<file path="src/sv/tkd_pkg.sv">
// ----------------------------------------------------------------------------
// Token nesting depth tracker package
// Token codes, depth limits and the stack control and status records.
// ----------------------------------------------------------------------------
`default_nettype none

package tkd_pkg;

    // Default number of stored entries in each stack.
    localparam int unsigned TKD_STACK_DEPTH = 64;

    // Field widths.
    localparam int unsigned KIND_W  = 4;
    localparam int unsigned DEPTH_W = 8;
    localparam int unsigned LEVEL_W = 9;

    // Saturation limit of the depth counters.
    localparam logic [DEPTH_W-1:0] DEPTH_MAX = 8'hFF;

    // Token kinds.
    localparam logic [KIND_W-1:0] K_OTHER  = 4'd0;
    localparam logic [KIND_W-1:0] K_LBRACE = 4'd1;
    localparam logic [KIND_W-1:0] K_RBRACE = 4'd2;
    localparam logic [KIND_W-1:0] K_LPAREN = 4'd3;
    localparam logic [KIND_W-1:0] K_LBRK   = 4'd4;
    localparam logic [KIND_W-1:0] K_LBRK2  = 4'd5;
    localparam logic [KIND_W-1:0] K_RPAREN = 4'd6;
    localparam logic [KIND_W-1:0] K_RBRK   = 4'd7;
    localparam logic [KIND_W-1:0] K_RBRK2  = 4'd8;
    localparam logic [KIND_W-1:0] K_ELSE   = 4'd9;
    localparam logic [KIND_W-1:0] K_REPEAT = 4'd10;
    localparam logic [KIND_W-1:0] K_IF     = 4'd11;
    localparam logic [KIND_W-1:0] K_FOR    = 4'd12;
    localparam logic [KIND_W-1:0] K_WHILE  = 4'd13;

    // Commands from the tracker to one stack.
    typedef struct packed {
        logic take;   // a request is accepted this cycle
        logic clear;  // empty the stack before this request
        logic push;
        logic pop;
    } tkd_stk_cmd_t;

    // Stack status, as seen after an optional clear.
    typedef struct packed {
        logic empty;  // pointer is zero
        logic full;   // a push would be dropped
        logic over;   // pointer counts past the stored entries
    } tkd_stk_stat_t;

endpackage

`default_nettype wire

</file>
<file path="src/sv/tkd_cell.sv">
// ----------------------------------------------------------------------------
// Stack cell
// One stack entry; loads from its upper neighbor on a push and from its
// lower neighbor on a pop.
// ----------------------------------------------------------------------------
`default_nettype none

module tkd_cell #(
    parameter int unsigned DATA_W = 8
) (
    input  wire logic              clk,
    input  wire logic              shift_dn,
    input  wire logic              shift_up,
    input  wire logic [DATA_W-1:0] prev_data,
    input  wire logic [DATA_W-1:0] next_data,
    output logic      [DATA_W-1:0] data
);

    logic [DATA_W-1:0] data_reg;
    logic [DATA_W-1:0] data_next;

    // Select the new entry value.
    always_comb
    begin
        data_next = data_reg;
        if (shift_dn)
        begin
            data_next = prev_data;
        end
        else if (shift_up)
        begin
            data_next = next_data;
        end
    end

    always_ff @(posedge clk)
    begin
        data_reg <= data_next;
    end

    assign data = data_reg;

endmodule

`default_nettype wire

</file>
<file path="src/sv/tkd_stack.sv">
// ----------------------------------------------------------------------------
// Shift stack
// A row of cells with the top entry in the first cell, plus a saturating
// pointer that keeps counting pushes that found the row full.
// ----------------------------------------------------------------------------
`default_nettype none

module tkd_stack
    import tkd_pkg::*;
#(
    parameter int unsigned STACK_DEPTH = TKD_STACK_DEPTH,
    parameter int unsigned DATA_W      = 8
) (
    input  wire logic              clk,
    input  wire logic              rst_n,
    input  wire tkd_stk_cmd_t      cmd,
    input  wire logic [DATA_W-1:0] wdata,
    output tkd_stk_stat_t          stat,
    output logic      [DATA_W-1:0] top
);

    localparam int unsigned PTR_W = $clog2(2 * STACK_DEPTH);
    localparam logic [PTR_W-1:0] PtrDepth = PTR_W'(STACK_DEPTH);
    localparam logic [PTR_W-1:0] PtrCap   = PTR_W'(2 * STACK_DEPTH - 1);

    logic [PTR_W-1:0]  ptr_reg;
    logic [PTR_W-1:0]  ptr_next;
    logic [PTR_W-1:0]  ptr_eff;
    logic              shift_dn;
    logic              shift_up;
    logic [DATA_W-1:0] cell_q [STACK_DEPTH];

    // Status after the optional clear.
    assign ptr_eff    = cmd.clear ? '0 : ptr_reg;
    assign stat.empty = (ptr_eff == '0);
    assign stat.full  = (ptr_eff >= PtrDepth);
    assign stat.over  = (ptr_eff > PtrDepth);

    // Entries move only while the pointer is within the stored range.
    assign shift_dn = cmd.take && cmd.push && !stat.full;
    assign shift_up = cmd.take && cmd.pop && !stat.empty && !stat.over;

    // Pointer update.
    always_comb
    begin
        ptr_next = ptr_reg;
        if (cmd.take)
        begin
            ptr_next = ptr_eff;
            if (cmd.push && (ptr_eff != PtrCap))
            begin
                ptr_next = ptr_eff + 1'b1;
            end
            else if (cmd.pop && !stat.empty)
            begin
                ptr_next = ptr_eff - 1'b1;
            end
        end
    end

    always_ff @(posedge clk or negedge rst_n)
    begin
        if (!rst_n)
        begin
            ptr_reg <= '0;
        end
        else
        begin
            ptr_reg <= ptr_next;
        end
    end

    // Row of cells, top of stack in cell 0.
    for (genvar i = 0; i < STACK_DEPTH; i++)
    begin : g_cell
        logic [DATA_W-1:0] from_prev;
        logic [DATA_W-1:0] from_next;

        if (i == 0)
        begin : g_first
            assign from_prev = wdata;
        end
        else
        begin : g_mid
            assign from_prev = cell_q[i-1];
        end

        if (i == STACK_DEPTH - 1)
        begin : g_last
            assign from_next = cell_q[i];
        end
        else
        begin : g_inner
            assign from_next = cell_q[i+1];
        end

        tkd_cell #(
            .DATA_W (DATA_W)
        ) u_cell (
            .clk       (clk),
            .shift_dn  (shift_dn),
            .shift_up  (shift_up),
            .prev_data (from_prev),
            .next_data (from_next),
            .data      (cell_q[i])
        );
    end

    assign top = cell_q[0];

endmodule

`default_nettype wire

</file>
<file path="src/sv/token_nesting_depth_tracker.sv">
// ----------------------------------------------------------------------------
// Token nesting depth tracker: one request per cycle unless the output stalls, result in the next cycle.
// Both stack tops sit in the first cell of a row of shift cells.
// Reset (async, active low) clears depths, pointers and the output valid flag.
// ----------------------------------------------------------------------------
`default_nettype none

module token_nesting_depth_tracker
    import tkd_pkg::*;
#(
    parameter int unsigned STACK_DEPTH = TKD_STACK_DEPTH
) (
    input  wire logic               clk,
    input  wire logic               rst_n,
    input  wire logic               in_valid,
    output logic                    in_stall,
    input  wire logic [KIND_W-1:0]  token_kind,
    input  wire logic               start_of_list,
    output logic                    out_valid,
    input  wire logic               out_stall,
    output logic      [DEPTH_W-1:0] curly_depth,
    output logic      [DEPTH_W-1:0] bracket_depth,
    output logic      [DEPTH_W-1:0] enclosing_base,
    output logic      [LEVEL_W-1:0] nest_level,
    output logic                    stack_overflow
);

    logic               accept;
    logic [DEPTH_W-1:0] brace_reg, brace_next, brace_eff;
    logic [DEPTH_W-1:0] bracket_reg, bracket_next, bracket_eff;
    logic [KIND_W-1:0]  prev_reg, prev_next, prev_eff;
    logic               lcc_reg, lcc_next, lcc_eff;
    logic [DEPTH_W-1:0] base;
    logic [DEPTH_W-1:0] over_base;
    logic [LEVEL_W-1:0] level;
    logic               ctrl_brace;
    logic               ctrl_paren;
    logic               ovf;
    logic [1:0]         brk_up;
    logic [1:0]         brk_dn;
    logic [DEPTH_W:0]   brk_sum;

    tkd_stk_cmd_t       base_cmd;
    tkd_stk_stat_t      base_stat;
    logic [DEPTH_W-1:0] base_top;
    logic [DEPTH_W-1:0] base_wdata;
    tkd_stk_cmd_t       paren_cmd;
    tkd_stk_stat_t      paren_stat;
    logic [0:0]         paren_top;

    logic               out_valid_reg;
    logic [DEPTH_W-1:0] brace_out_reg;
    logic [DEPTH_W-1:0] bracket_out_reg;
    logic [DEPTH_W-1:0] base_out_reg;
    logic [LEVEL_W-1:0] level_out_reg;
    logic               ovf_out_reg;

    // A new request is taken whenever the output register is free or drains.
    assign in_stall = out_valid_reg && out_stall;
    assign accept   = in_valid && !in_stall;

    // State as seen by this request, after an optional start of list.
    assign brace_eff   = start_of_list ? '0 : brace_reg;
    assign bracket_eff = start_of_list ? '0 : bracket_reg;
    assign prev_eff    = start_of_list ? K_OTHER : prev_reg;
    assign lcc_eff     = start_of_list ? 1'b0 : lcc_reg;

    // Enclosing base and nesting level before this token.
    assign base      = base_stat.empty ? '0 : base_top;
    assign over_base = (bracket_eff > base) ? (bracket_eff - base) : '0;
    assign level     = {1'b0, brace_eff} + {1'b0, over_base};

    // A brace after else, repeat or a control paren inherits the base.
    assign ctrl_brace = (prev_eff == K_ELSE) || (prev_eff == K_REPEAT) ||
                        ((prev_eff == K_RPAREN) && lcc_eff);
    assign ctrl_paren = prev_eff inside {K_IF, K_FOR, K_WHILE};
    assign base_wdata = ctrl_brace ? base : bracket_eff;

    // Stack commands.
    assign base_cmd.take   = accept;
    assign base_cmd.clear  = start_of_list;
    assign base_cmd.push   = (token_kind == K_LBRACE);
    assign base_cmd.pop    = (token_kind == K_RBRACE);
    assign paren_cmd.take  = accept;
    assign paren_cmd.clear = start_of_list;
    assign paren_cmd.push  = (token_kind == K_LPAREN);
    assign paren_cmd.pop   = (token_kind == K_RPAREN);

    assign ovf = (base_cmd.push && base_stat.full) || (paren_cmd.push && paren_stat.full);

    tkd_stack #(
        .STACK_DEPTH (STACK_DEPTH),
        .DATA_W      (DEPTH_W)
    ) u_base_stack (
        .clk   (clk),
        .rst_n (rst_n),
        .cmd   (base_cmd),
        .wdata (base_wdata),
        .stat  (base_stat),
        .top   (base_top)
    );

    tkd_stack #(
        .STACK_DEPTH (STACK_DEPTH),
        .DATA_W      (1)
    ) u_paren_stack (
        .clk   (clk),
        .rst_n (rst_n),
        .cmd   (paren_cmd),
        .wdata (ctrl_paren),
        .stat  (paren_stat),
        .top   (paren_top)
    );

    // Bracket step sizes for this token.
    always_comb
    begin
        brk_up = 2'd0;
        brk_dn = 2'd0;
        unique case (token_kind)
            K_LPAREN, K_LBRK: brk_up = 2'd1;
            K_LBRK2:          brk_up = 2'd2;
            K_RPAREN, K_RBRK: brk_dn = 2'd1;
            K_RBRK2:          brk_dn = 2'd2;
            default:          brk_up = 2'd0;
        endcase
    end

    assign brk_sum = {1'b0, bracket_eff} + (DEPTH_W + 1)'(brk_up);

    // Next tracker state.
    always_comb
    begin
        brace_next = brace_eff;
        if (token_kind == K_LBRACE)
        begin
            brace_next = (brace_eff == DEPTH_MAX) ? DEPTH_MAX : brace_eff + 1'b1;
        end
        else if (token_kind == K_RBRACE)
        begin
            brace_next = (brace_eff == '0) ? '0 : brace_eff - 1'b1;
        end

        if (brk_dn != 2'd0)
        begin
            bracket_next = (bracket_eff > DEPTH_W'(brk_dn)) ?
                           bracket_eff - DEPTH_W'(brk_dn) : '0;
        end
        else
        begin
            bracket_next = brk_sum[DEPTH_W] ? DEPTH_MAX : brk_sum[DEPTH_W-1:0];
        end

        lcc_next = lcc_eff;
        if (token_kind == K_RPAREN)
        begin
            lcc_next = !paren_stat.empty && !paren_stat.over && paren_top[0];
        end

        prev_next = (token_kind > K_WHILE) ? K_OTHER : token_kind;
    end

    // Tracker registers.
    always_ff @(posedge clk or negedge rst_n)
    begin
        if (!rst_n)
        begin
            brace_reg   <= '0;
            bracket_reg <= '0;
            prev_reg    <= K_OTHER;
            lcc_reg     <= 1'b0;
        end
        else if (accept)
        begin
            brace_reg   <= brace_next;
            bracket_reg <= bracket_next;
            prev_reg    <= prev_next;
            lcc_reg     <= lcc_next;
        end
    end

    // Output valid flag.
    always_ff @(posedge clk or negedge rst_n)
    begin
        if (!rst_n)
        begin
            out_valid_reg <= 1'b0;
        end
        else if (accept)
        begin
            out_valid_reg <= 1'b1;
        end
        else if (!out_stall)
        begin
            out_valid_reg <= 1'b0;
        end
    end

    // Output payload register.
    always_ff @(posedge clk)
    begin
        if (accept)
        begin
            brace_out_reg   <= brace_eff;
            bracket_out_reg <= bracket_eff;
            base_out_reg    <= base;
            level_out_reg   <= level;
            ovf_out_reg     <= ovf;
        end
    end

    assign out_valid      = out_valid_reg;
    assign curly_depth    = brace_out_reg;
    assign bracket_depth  = bracket_out_reg;
    assign enclosing_base = base_out_reg;
    assign nest_level     = level_out_reg;
    assign stack_overflow = ovf_out_reg;

endmodule

`default_nettype wire

</file>
<file path="config.mk">
export PLATFORM = sky130hd
export DESIGN_NAME = token_nesting_depth_tracker
export DESIGN_NICKNAME = d
export VERILOG_FILES = /design/src/sv/tkd_pkg.sv /design/src/sv/tkd_cell.sv /design/src/sv/tkd_stack.sv /design/src/sv/token_nesting_depth_tracker.sv
export SDC_FILE = /design/constraint.sdc
export NUM_CORES = 1
export LEC_CHECK = 0
export BUFFER_PORTS_ARGS = -buffer_cell sky130_fd_sc_hd__buf_2
export CORE_MARGIN = 3
export CORE_UTILIZATION = 35
export DETAILED_ROUTE_END_ITERATION = 10
export GPL_TIMING_DRIVEN = 0
export PLACE_DENSITY = 0.48
export SETUP_SLACK_MARGIN = 0.2
export SLEW_MARGIN = 25
export SYNTH_ARGS = -nofsm -noshare
export SYNTH_HDL_FRONTEND = slang
export SYNTH_SLANG_ARGS = --single-unit
</file>
<file path="constraint.sdc">
create_clock -name clk -period 19.6 [get_ports clk]
set_clock_uncertainty 0.05 [all_clocks]
set_input_delay 4.9 -clock clk [delete_from_list [all_inputs] [get_ports clk]]
set_output_delay 4.9 -clock clk [all_outputs]
set_load 0.005 [all_outputs]
</file>
Word level (Yosys, flattened, before mapping) --
Index checks and enable logic that the tools add are counted. Widths: inputs -> output; s select.
Operators by class: add/subtract/negate cells 10, magnitude comparators 7, equality and inequality tests 18, mux-type cells 278, reduce and logical (&&, ||, !) cells 40
Operators with widths (count):
- $mux 8 | 138
- $mux 1 | 130
- $mux 7 | 6
- $eq 4x4->1 const B | 6
- $logic_and 1x1->1 | 21
- $eq 4x3->1 const B | 5
- $add 7x1->7 const B | 2
- $ge 7x7->1 const B | 2
- $gt 7x7->1 const B | 2
- $logic_not 7->1 | 2
- $ne 7x7->1 const B | 2
- $sub 7x1->7 const B | 2
- $add 8x2->9 | 1
- $add 8x8->9 | 1
- $add 8x1->8 const B | 1
- $eq 4x2->1 const B | 2
- $eq 8x8->1 const B | 1
- $gt 8x2->1 | 1
- $gt 8x8->1 | 1
- $logic_not 8->1 | 1
- $mux 4 | 2
- $pmux 2 s2 | 2
- $sub 8x1->8 const B | 1
- $sub 8x2->8 | 1
- other kinds (9) | 20
Word-level totals: flip-flop bits (word level) 646, bits of input ports 9, output and inout bits 36, logic and storage cells 493

Logic depth before layout (Yosys ltp) --
Gate-level depths: netlist of the first run.
depth after elaboration 8, mapped depth 22, mapped depth without buffers 19

By module --
From an unflattened synthesis of the first run, not the netlist that was laid out.
Unflattened totals: cell total of the unflattened synthesis 1986, area total of the unflattened synthesis 33081.7 um^2
Modules (own cells, without submodules):
- tkd_cell (u_base_stack.g_cell[0].u_cell ...) | times used 64, cells each 18, area an instance 377.9 um^2, seq. area each 240.2 um^2
- token_nesting_depth_tracker | times used 1, cells each 454, area an instance 4134.0 um^2, seq. area each 1571.5 um^2
- tkd_cell (u_paren_stack.g_cell[0].u_cell ...) | times used 64, cells each 3, area an instance 51.3 um^2, seq. area each 30.0 um^2
- tkd_stack | times used 2, cells each 94, area an instance 740.7 um^2, seq. area each 175.2 um^2

Worst setup path after synthesis of the first run --
No wires, ideal clock.
kind input to register, start in start_of_list, end reg u_base_stack.g_cell[0].u_cell.data_reg[0], enable pin, arrival 17.279 ns, required time 18.644 ns, path slack 1.365 ns, cell stages on the path 8, cells stage by stage inv_2 clkbuf_1 clkbuf_1 nand2_1 ha_1 o211ai_1 buf_2 a41o_1
On the way: cells in the longest elaborated chain, start to end 6
RTL lines:
- start: declaration | RTL line token_nesting_depth_tracker.sv:18 | input wire logic start_of_list,
- $mux 7 * | RTL line tkd_stack.sv:34 | assign ptr_eff = cmd.clear ? '0 : ptr_reg;
- parallel branches: the longest is 4 deep, another holds $ge 7x7->1
- $reduce_bool 2->1 (no source line) *
- end signal: assignment | RTL line tkd_cell.sv:38 | data_reg <= data_next;
- end: declaration | RTL line tkd_cell.sv:19 | logic [DATA_W-1:0] data_reg;
Mark *: on every way between the ends. A chain may end at the register's enable or synchronous reset.

Worst setup path after layout of the first run --
start in start_of_list, end reg level_out_reg[8], in the netlist nest_level[8], data pin
On the way: cells in the longest elaborated chain, start to end 6
RTL lines:
- $mux 7 * | RTL line tkd_stack.sv:34
- $logic_not 7->1 * | RTL line tkd_stack.sv:35 | assign stat.empty = (ptr_eff == '0);
- $mux 8 * | RTL line token_nesting_depth_tracker.sv:69 | assign base = base_stat.empty ? '0 : base_top;
- named net base[0] | RTL line token_nesting_depth_tracker.sv:33 | logic [DEPTH_W-1:0] base;
- $sub 8x8->8 or $gt 8x8->1 (tied branches) | RTL line token_nesting_depth_tracker.sv:70 | assign over_base = (bracket_eff > base) ? (bracket_eff - base) : '0;
- $mux 8 * | RTL line token_nesting_depth_tracker.sv:70
- $add 8x8->9 * | RTL line token_nesting_depth_tracker.sv:71 | assign level = {1'b0, brace_eff} + {1'b0, over_base};
- named net level[8] | RTL line token_nesting_depth_tracker.sv:35 | logic [LEVEL_W-1:0] level;
- end signal: assignment | RTL line token_nesting_depth_tracker.sv:207 | level_out_reg <= level;
- end: declaration | RTL line token_nesting_depth_tracker.sv:55 | logic [LEVEL_W-1:0] level_out_reg;
The timed path passes the listed nets; every way through them passes the cells marked *.

==> results of run 1 <==
## how the worst min path moves through the flow
stage | cells after the start | end | startpoint | slack (ns)
global placement | 0 | u_base_stack.g_cell[63].u_cell.data[6] | u_base_stack.g_cell[62].u_cell.data[6] | 0.39
floorplan | 0 | u_base_stack.g_cell[63].u_cell.data[0] | u_base_stack.g_cell[62].u_cell.data[0] | 0.38
CTS | 0 | u_paren_stack.g_cell[63].u_cell.data | u_paren_stack.g_cell[62].u_cell.data | 0.39
finish | 0 | u_paren_stack.g_cell[63].u_cell.data | u_paren_stack.g_cell[62].u_cell.data | 0.39
detailed placement | 0 | u_base_stack.g_cell[63].u_cell.data[3] | u_base_stack.g_cell[62].u_cell.data[3] | 0.39
global route | 0 | u_paren_stack.g_cell[63].u_cell.data | u_paren_stack.g_cell[62].u_cell.data | 0.42
## per-layer routing
| metal | global-route usage (%) | part of all wire, % | vias up |
|---|---|---|---|
| met5 | 0 | 0.020 | - |
| met4 | 5.05 | 2.8 | 2 |
| met3 | 2.75 | 4.0 | 126 |
| met2 | 24.1 | 46 | 366 |
| met1 | 20.7 | 48 | 9773 |
| li1 | - | - | 10200 |
## through the flow
stage               instances  util, %  power (W)
CTS                      4242     40.9    0.00326
floorplan                2982        -    0.00177
global route             4242     40.9    0.00335
finish                   4242     40.9    0.00321
detailed placement       4108     38.0    0.00185
global placement         4096     37.6    0.00185
## placed cells by master (no fill, tap or decap), types with 8 or more instances in the layout
| master | Yosys | routed |
|---|---|---|
| buf_16 | 0 | 8 |
| clkbuf_1 | 88 | 111 |
| clkinv_1 | 0 | 9 |
| nand3_1 | 20 | 20 |
| a31oi_1 | 8 | 8 |
| nor2b_1 | 14 | 14 |
| o31ai_1 | 8 | 8 |
| edfxtp_1 | 610 | 610 |
| a21oi_1 | 33 | 33 |
| nand2_1 | 1742 | 1741 |
| mux2_2 | 8 | 8 |
| inv_1 | 31 | 31 |
| nor3_1 | 16 | 16 |
| xnor2_1 | 14 | 14 |
| buf_2 | 42 | 86 |
| buf_4 | 22 | 23 |
| dfrtp_1 | 36 | 36 |
| nor2_1 | 49 | 49 |
| o21ai_0 | 34 | 34 |
| ha_1 | 27 | 27 |
| clkbuf_16 | 0 | 79 |
| nand2b_1 | 9 | 9 |
## cells by family (layout without fill, tap and decap cells)
kind of cell    count (synthesis)  in the layout  share of synthesized area (%)
fa+ha+maj                      31             31                           1.42
flops                         646            646                           65.1
xor+xnor                       19             19                          0.563
simple gates                 1909           1909                           25.5
mux                            12             12                          0.441
buf+inv                       195            385                           2.99
compound gates                170            170                           4.04
## power breakdown
group          total (W)  switching [W]  internal, W
Clock            0.00139       0.000559     0.000831
Sequential       0.00157      0.0000229      0.00155
Combinational   0.000251       0.000159    0.0000914
Total            0.00321       0.000741      0.00247
## layout make-up
cell class | instances | area share, %
well taps | 1070 | 3.96
repair buffers | 56 | 1.55
inverters | 35 | 0.388
flip-flops and latches | 646 | 56.8
clock buffers | 109 | 6.38
plain buffers | 160 | 2.22
multi-input cells | 2141 | 27.9
clock inverters | 25 | 0.784
==> flow_summary_export.csv, run 1 <==
group,metric,value,unit
cells_and_area,largest_register_ff_count,512,
floorplan,row_count,105,
sta,period_share,54.1,%
floorplan,dieArea,0.0879,sq mm
critical_path,cp.depth,23,
cts,clock_sinks,646,
cts,clk_pin_slew,0.06,ns
critical_path,worstRegToRegCells,16,
synth,yosysTopAreaCell,"edfxtp_1",
routing,first_iter_violations,1411,
cts,clockBufferDepth,3,
synth,synth_most_common_cell,"nand2_1",
synth,synthTopCellsByCount,"nand2_1, edfxtp_1, clkbuf_1",
cells_and_area,seqCellArea,0.0192,sq mm
worst_hold_path,hold_path_class,"flip-flop to flip-flop",
cts,cts-hold-fix-buffers,0,
routing,wire_per_inst,15.6,microns
floorplan,num_io_pins,45,
synth,synthDistinctLibCells,80,
critical_path,path_max_fanout,10,
sta,period_needed,10.61,ns
sta,setup_slack,8.99,ns
synth,synthesis.nets,3022,
synth,synth.cell_area,0.0295,sq mm
sta,hold_ws,0.386,ns
critical_path,critPathTopFamily,"compound AO/OA/AOI/OAI gates",
critical_path,critPathMaxStageDelay,0.53,ns
critical_path,reg2reg_from,"u_base_stack.ptr_reg[5]",
routing,num_vias,20500,
synth,syn_inst,2982,
cts,cts_root_buffer,"clkbuf_16",
cells_and_area,nFillCells,8117,
power_and_ir_drop,ir_worst_vdd,0.0611,mV
sta,slew_violations,0,
synth,synthArstFlopShare,5.57,%
critical_path,worstSetupEndpoint,"nest_level[8]",
critical_path,rr_endpoint,"nest_level[8]",
sta,max_freq,0.0942,GHz
synth,synth_seq_area_share,65.1,%
routing,drc,0,
routing,wl,66.1,mm
place,dp_hpwl,44.8,mm
routing,drt_first_pass_iters,6,
floorplan,die_h,296,microns
global_route,grt_max_degree,56,
cells_and_area,num_antenna_cells,0,
cells_and_area,fin_area,0.0338,sq mm
sta,worst_pin_slew,0.905,ns
cells_and_area,final_nets,3157,
routing,postRouteAntennaNets,0,
critical_path,worst_path_max_delay_cell,"clkbuf_1",
critical_path,path_cells,"buf_2, inv_2, clkbuf_1, clkbuf_1, nand2_1, ha_1, o211ai_1, buf_2, and2_1, ha_1, fa_1, nor2b_1, o31ai_1, a21oi_1, o31ai_2, nor2_1, ha_1, fa_1, a21o_1, a21oi_1, nor2b_1, o31ai_1, a21oi_1",
synth,synth_area_leaders,"edfxtp_1, nand2_1, dfrtp_1",
critical_path,startpoint_type,"input port",
global_route,grt_pass1_wl,108,mm
synth,ys_warn_count,0,
sta,fin_tns_setup,0,ns
routing,routed_via_density,4.82,
cts,clkLatencyLatePin,0.62,ns
cells_and_area,drive_gt1_share,8.10,%
cells_and_area,syn2layout_area_growth,14.6,%
power_and_ir_drop,leakage,14.0,nW
critical_path,end_kind,"flip-flop",
critical_path,cp_num_buf_inv,5,
sta,max_slew_margin,39.1,%
floorplan,core_area,0.0828,sq mm
critical_path,crit_start,"start_of_list",
place,portBuffers,44,
power_and_ir_drop,p_per_area,94.8,mW/mm^2
status,status,"finished, final reports clean",
cts,cts_setup_buffers,0,
cts,cts_tree,"built",
cells_and_area,multiInputGateArea,0.00945,sq mm
global_route,antenna_found_initial,1,
flow_run,cap_violations,0,
critical_path,critPathArrivalTime,10.91,ns
floorplan,die_w,296,microns
sta,rsz0062_at_grt,"no",
global_route,overflow,0,
sta,setup_viol,0,
cts,htreeDepth,3,
synth,ys_ff_latch,646,
synth,synth-edff-count,610,
place,place.gp.congestion,0.857,
cts,cts_made_buffers,77,
place,place_area,0.0314,sq mm
floorplan,initial_core_util,35.7,%
cts,cts-resized-gates,0,
synth,yosys.area.top_type_share,62.0,%
place,pre_cts_ws,8.41,ns
sta,hold_viol_final,0,
global_route,grt_usage,15.1,%
synth,synthFlopType,"edfxtp_1",
critical_path,reg2reg_slack,14.19,ns
synth,postSynthAreaPerCell,9.90,sq um
critical_path,path_class,"input port to flip-flop",
global_route,grt_pass1_vias,20400,
critical_path,required,19.90,ns
Power figures use the tool's default switching activity.
==> inputs of run 2 (changes only) <==
--- a/config.mk
+++ b/config.mk
@@ -5,12 +5,13 @@
 export SDC_FILE = /design/constraint.sdc
 export NUM_CORES = 1
 export LEC_CHECK = 0
+export ABC_AREA = 1
 export BUFFER_PORTS_ARGS = -buffer_cell sky130_fd_sc_hd__buf_2
 export CORE_MARGIN = 3
 export CORE_UTILIZATION = 35
 export DETAILED_ROUTE_END_ITERATION = 10
 export GPL_TIMING_DRIVEN = 0
-export PLACE_DENSITY = 0.48
+export PLACE_DENSITY = 0.5
 export SETUP_SLACK_MARGIN = 0.2
 export SLEW_MARGIN = 25
 export SYNTH_ARGS = -nofsm -noshare
==> constraint.sdc (replaced) <==
create_clock -name clk -period 9.35 [get_ports clk]
set_clock_uncertainty 0.05 [all_clocks]
set_input_delay 2.3375 -clock clk [delete_from_list [all_inputs] [get_ports clk]]
set_output_delay 2.3375 -clock clk [all_outputs]
set_load 0.005 [all_outputs]
==> flow_summary_export.csv, run 2 <==
group,metric,value,unit
status,status,"finished, final reports clean",
cells_and_area,layout_commonest_cell,"nand2_1",
critical_path,cp.depth,23,
power_and_ir_drop,p_sw_share,22.9,%
worst_hold_path,holdPathEnd,"u_base_stack.g_cell[63].u_cell.data[1]",
place,pre_cts_ws,2.85,ns
critical_path,path_max_fanout,10,
critical_path,cp_num_buf_inv,3,
routing,drt_first_pass_iters,5,
cells_and_area,largest_register_ff_count,512,
power_and_ir_drop,pwr-share-clk,43.4,%
sta,period_share,62.8,%
critical_path,crit_top_cell,"nor2_1",
power_and_ir_drop,ir_worst_vdd,0.128,mV
worst_hold_path,hold_path_class,"flip-flop to flip-flop",
sta,worst_pin_slew,0.937,ns
synth,synthTopCellsByCount,"nand2_1, edfxtp_1, inv_1",
cells_and_area,final_cell_mix,"nand2_1, edfxtp_1, inv_1, buf_2, nor2_1",
cts,cts-hold-fix-buffers,0,
global_route,antenna_found_initial,0,
cts,cts_tree,"built",
critical_path,worstRegToRegCells,19,
worst_hold_path,worstHoldStart,"u_base_stack.g_cell[62].u_cell.data[1]",
global_route,grt_max_degree,45,
critical_path,critPathArrivalTime,6.18,ns
synth,yosysTopAreaCell,"edfxtp_1",
cts,cts_setup_buffers,0,
power_and_ir_drop,p_per_area,187,mW/mm^2
critical_path,startpoint_type,"input port",
cts,htreeDepth,3,
sta,period_needed,5.87,ns
place,dp_hpwl,42.5,mm
routing,postRouteAntennaNets,0,
floorplan,row_count,106,
critical_path,path_cells,"buf_12, inv_8, buf_8, nand2_4, ha_4, nand3_4, nor3_4, nor2_1, ha_1, fa_1, o21ai_0, nand2_1, o211ai_1, nand2_1, nor2_1, ha_1, fa_1, nand3_1, nand3_1, a21oi_1, nor2_1, nor2_1, xor2_1",
cells_and_area,final_nets,3273,
cts,clock_sinks,646,
synth,ys_warn_count,0,
sta,setup_viol,0,
floorplan,die_w,297,microns
power_and_ir_drop,leakage,14.7,nW
sta,rsz0062_at_grt,"no",
synth,syn_inst,3083,
power_and_ir_drop,internal-power,0.00499,W
cts,cts_root_buffer,"clkbuf_16",
synth,synthFlopType,"edfxtp_1",
floorplan,initial_core_util,35.4,%
critical_path,required,9.66,ns
cts,cts_made_buffers,75,
sta,fin_tns_setup,0,ns
synth,postSynthAreaPerCell,9.63,sq um
global_route,grt_pass1_vias,20200,
routing,wl,62.4,mm
synth,synthDistinctLibCells,44,
cells_and_area,drive_gt1_share,10.3,%
routing,first_iter_violations,1283,
critical_path,reg2reg_from,"u_base_stack.ptr_reg[5]",
routing,routed_via_density,4.58,
synth,synth.cell_area,0.0297,sq mm
synth,synth-edff-count,610,
synth,yosys.area.top_type_share,61.7,%
cells_and_area,num_antenna_cells,0,
critical_path,path_class,"input port to flip-flop",
cells_and_area,fin_area,0.0346,sq mm
sta,max_slew_margin,37.2,%
power_and_ir_drop,power.switching,0.00148,W
routing,drc,0,
sta,slew_violations,0,
sta,max_freq,0.170,GHz
power_and_ir_drop,combinationalPowerShare,6.2,%
place,place.gp.congestion,0.798,
critical_path,end_kind,"flip-flop",
routing,num_vias,20300,
global_route,grt_pass1_wl,104,mm
power_and_ir_drop,seq_power_share,50.5,%
global_route,grt_usage,14.0,%
floorplan,dieArea,0.0883,sq mm
place,place_area,0.0322,sq mm
floorplan,num_io_pins,45,
critical_path,reg2reg_slack,5.01,ns
sta,hold_viol_final,0,
critical_path,critPathMaxStageDelay,0.40,ns
worst_hold_path,whs_path_depth,0,
cts,clkLatencyLatePin,0.61,ns
synth,ys_ff_latch,646,
sta,hold_ws,0.399,ns
cells_and_area,syn2layout_area_growth,16.4,%
critical_path,critPathTopFamily,"simple AND/OR/NAND/NOR gates",
global_route,overflow,0,
critical_path,worst_path_max_delay_cell,"fa_1",
cts,clk_pin_slew,0.06,ns
flow_run,cap_violations,0,
synth,synthArstFlopShare,5.57,%
critical_path,rr_endpoint,"nest_level[6]",
floorplan,die_h,297,microns
floorplan,core_area,0.0838,sq mm
sta,setup_slack,3.48,ns
cts,clockBufferDepth,3,
synth,synth_most_common_cell,"nand2_1",
cts,cts-resized-gates,0,
synth,synth_seq_area_share,64.7,%
synth,synth_area_leaders,"edfxtp_1, nand2_1, dfrtp_1",
place,portBuffers,42,
routing,wire_per_inst,14.1,microns
synth,synthesis.nets,3123,
## run 2: metal layers
layer	wire, microns	global-route usage, %	vias to the layer above	share of wire, %
met3	2110	2.26	85	3.4
li1	-	-	10300	-
met1	31300	20.2	9637	50
met5	0	0	-	0
met4	1210	3.46	0	1.9
met2	27700	22.1	229	44
## run 2: how the worst max path moves through the flow
| stage | slack [ns] | from | endpoint |
|---|---|---|---|
| finish | 3.48 | start_of_list | nest_level[6] |
| global route | 3.16 | start_of_list | nest_level[6] |
| CTS | 3.49 | start_of_list | nest_level[6] |
| detailed placement | 2.85 | start_of_list | nest_level[6] |
| global placement | -7.23 | token_kind[2] | u_base_stack.g_cell[37].u_cell.data[6] |
| floorplan | -2.50 | start_of_list | u_base_stack.g_cell[0].u_cell.data[0] |
## run 2: logic make-up (layout without fill, tap and decap cells)
| logic type | Yosys count | in the layout | synth area share, % |
|---|---|---|---|
| and+or+nand+nor | 1989 | 1989 | 25.9 |
| DFF | 646 | 646 | 64.7 |
| buffers and inverters | 254 | 465 | 4.69 |
| AOI/OAI and AO/OA | 141 | 141 | 2.56 |
| adders and majority gates | 31 | 31 | 1.41 |
| xor gates and xnor gates | 22 | 22 | 0.649 |
## run 2: area by class of cell
cell class,count,area [sq um]
multi-input combinational,2183,9130
timing repair buffer,73,1050
clock inverter,47,390
sequential,646,19200
fill,8421,49300
clock buffer,91,1940
buffer,135,961
inverter,119,454
tap,1134,1420
## run 2: worst reg2reg max path, stage by stage, from the launching register on
cell and delay [ns]:
dfrtp_1 0.39, nand2_1 0.15, o21ai_0 0.22, nor3_4 0.45, nor2_1 0.22, ha_1 0.27
fa_1 0.40, o21ai_0 0.38, nand2_1 0.10, o211ai_1 0.10, nand2_1 0.18, nor2_1 0.16
ha_1 0.24, fa_1 0.23, nand3_1 0.07, nand3_1 0.14, a21oi_1 0.09, nor2_1 0.09
nor2_1 0.05, xor2_1 0.13
## run 2: through the flow
stage	instances	utilization (%)	power (W)
floorplan	3083	-	0.00360
global placement	4259	37.4	0.00373
detailed placement	4290	38.5	0.00373
CTS	4428	41.2	0.00658
global route	4428	41.2	0.00674
finish	4428	41.2	0.00647
## run 2: power groups by stage
stage | logic [W] | clock network [W] | registers [W]
after global routing | 0.000455 | 0.00302 | 0.00327
after detailed placement | 0.000402 | 0 | 0.00333
after CTS | 0.000405 | 0.00291 | 0.00327
final | 0.000398 | 0.00281 | 0.00327
after global placement | 0.000380 | 0 | 0.00335
after floorplan | 0.000272 | 0 | 0.00333
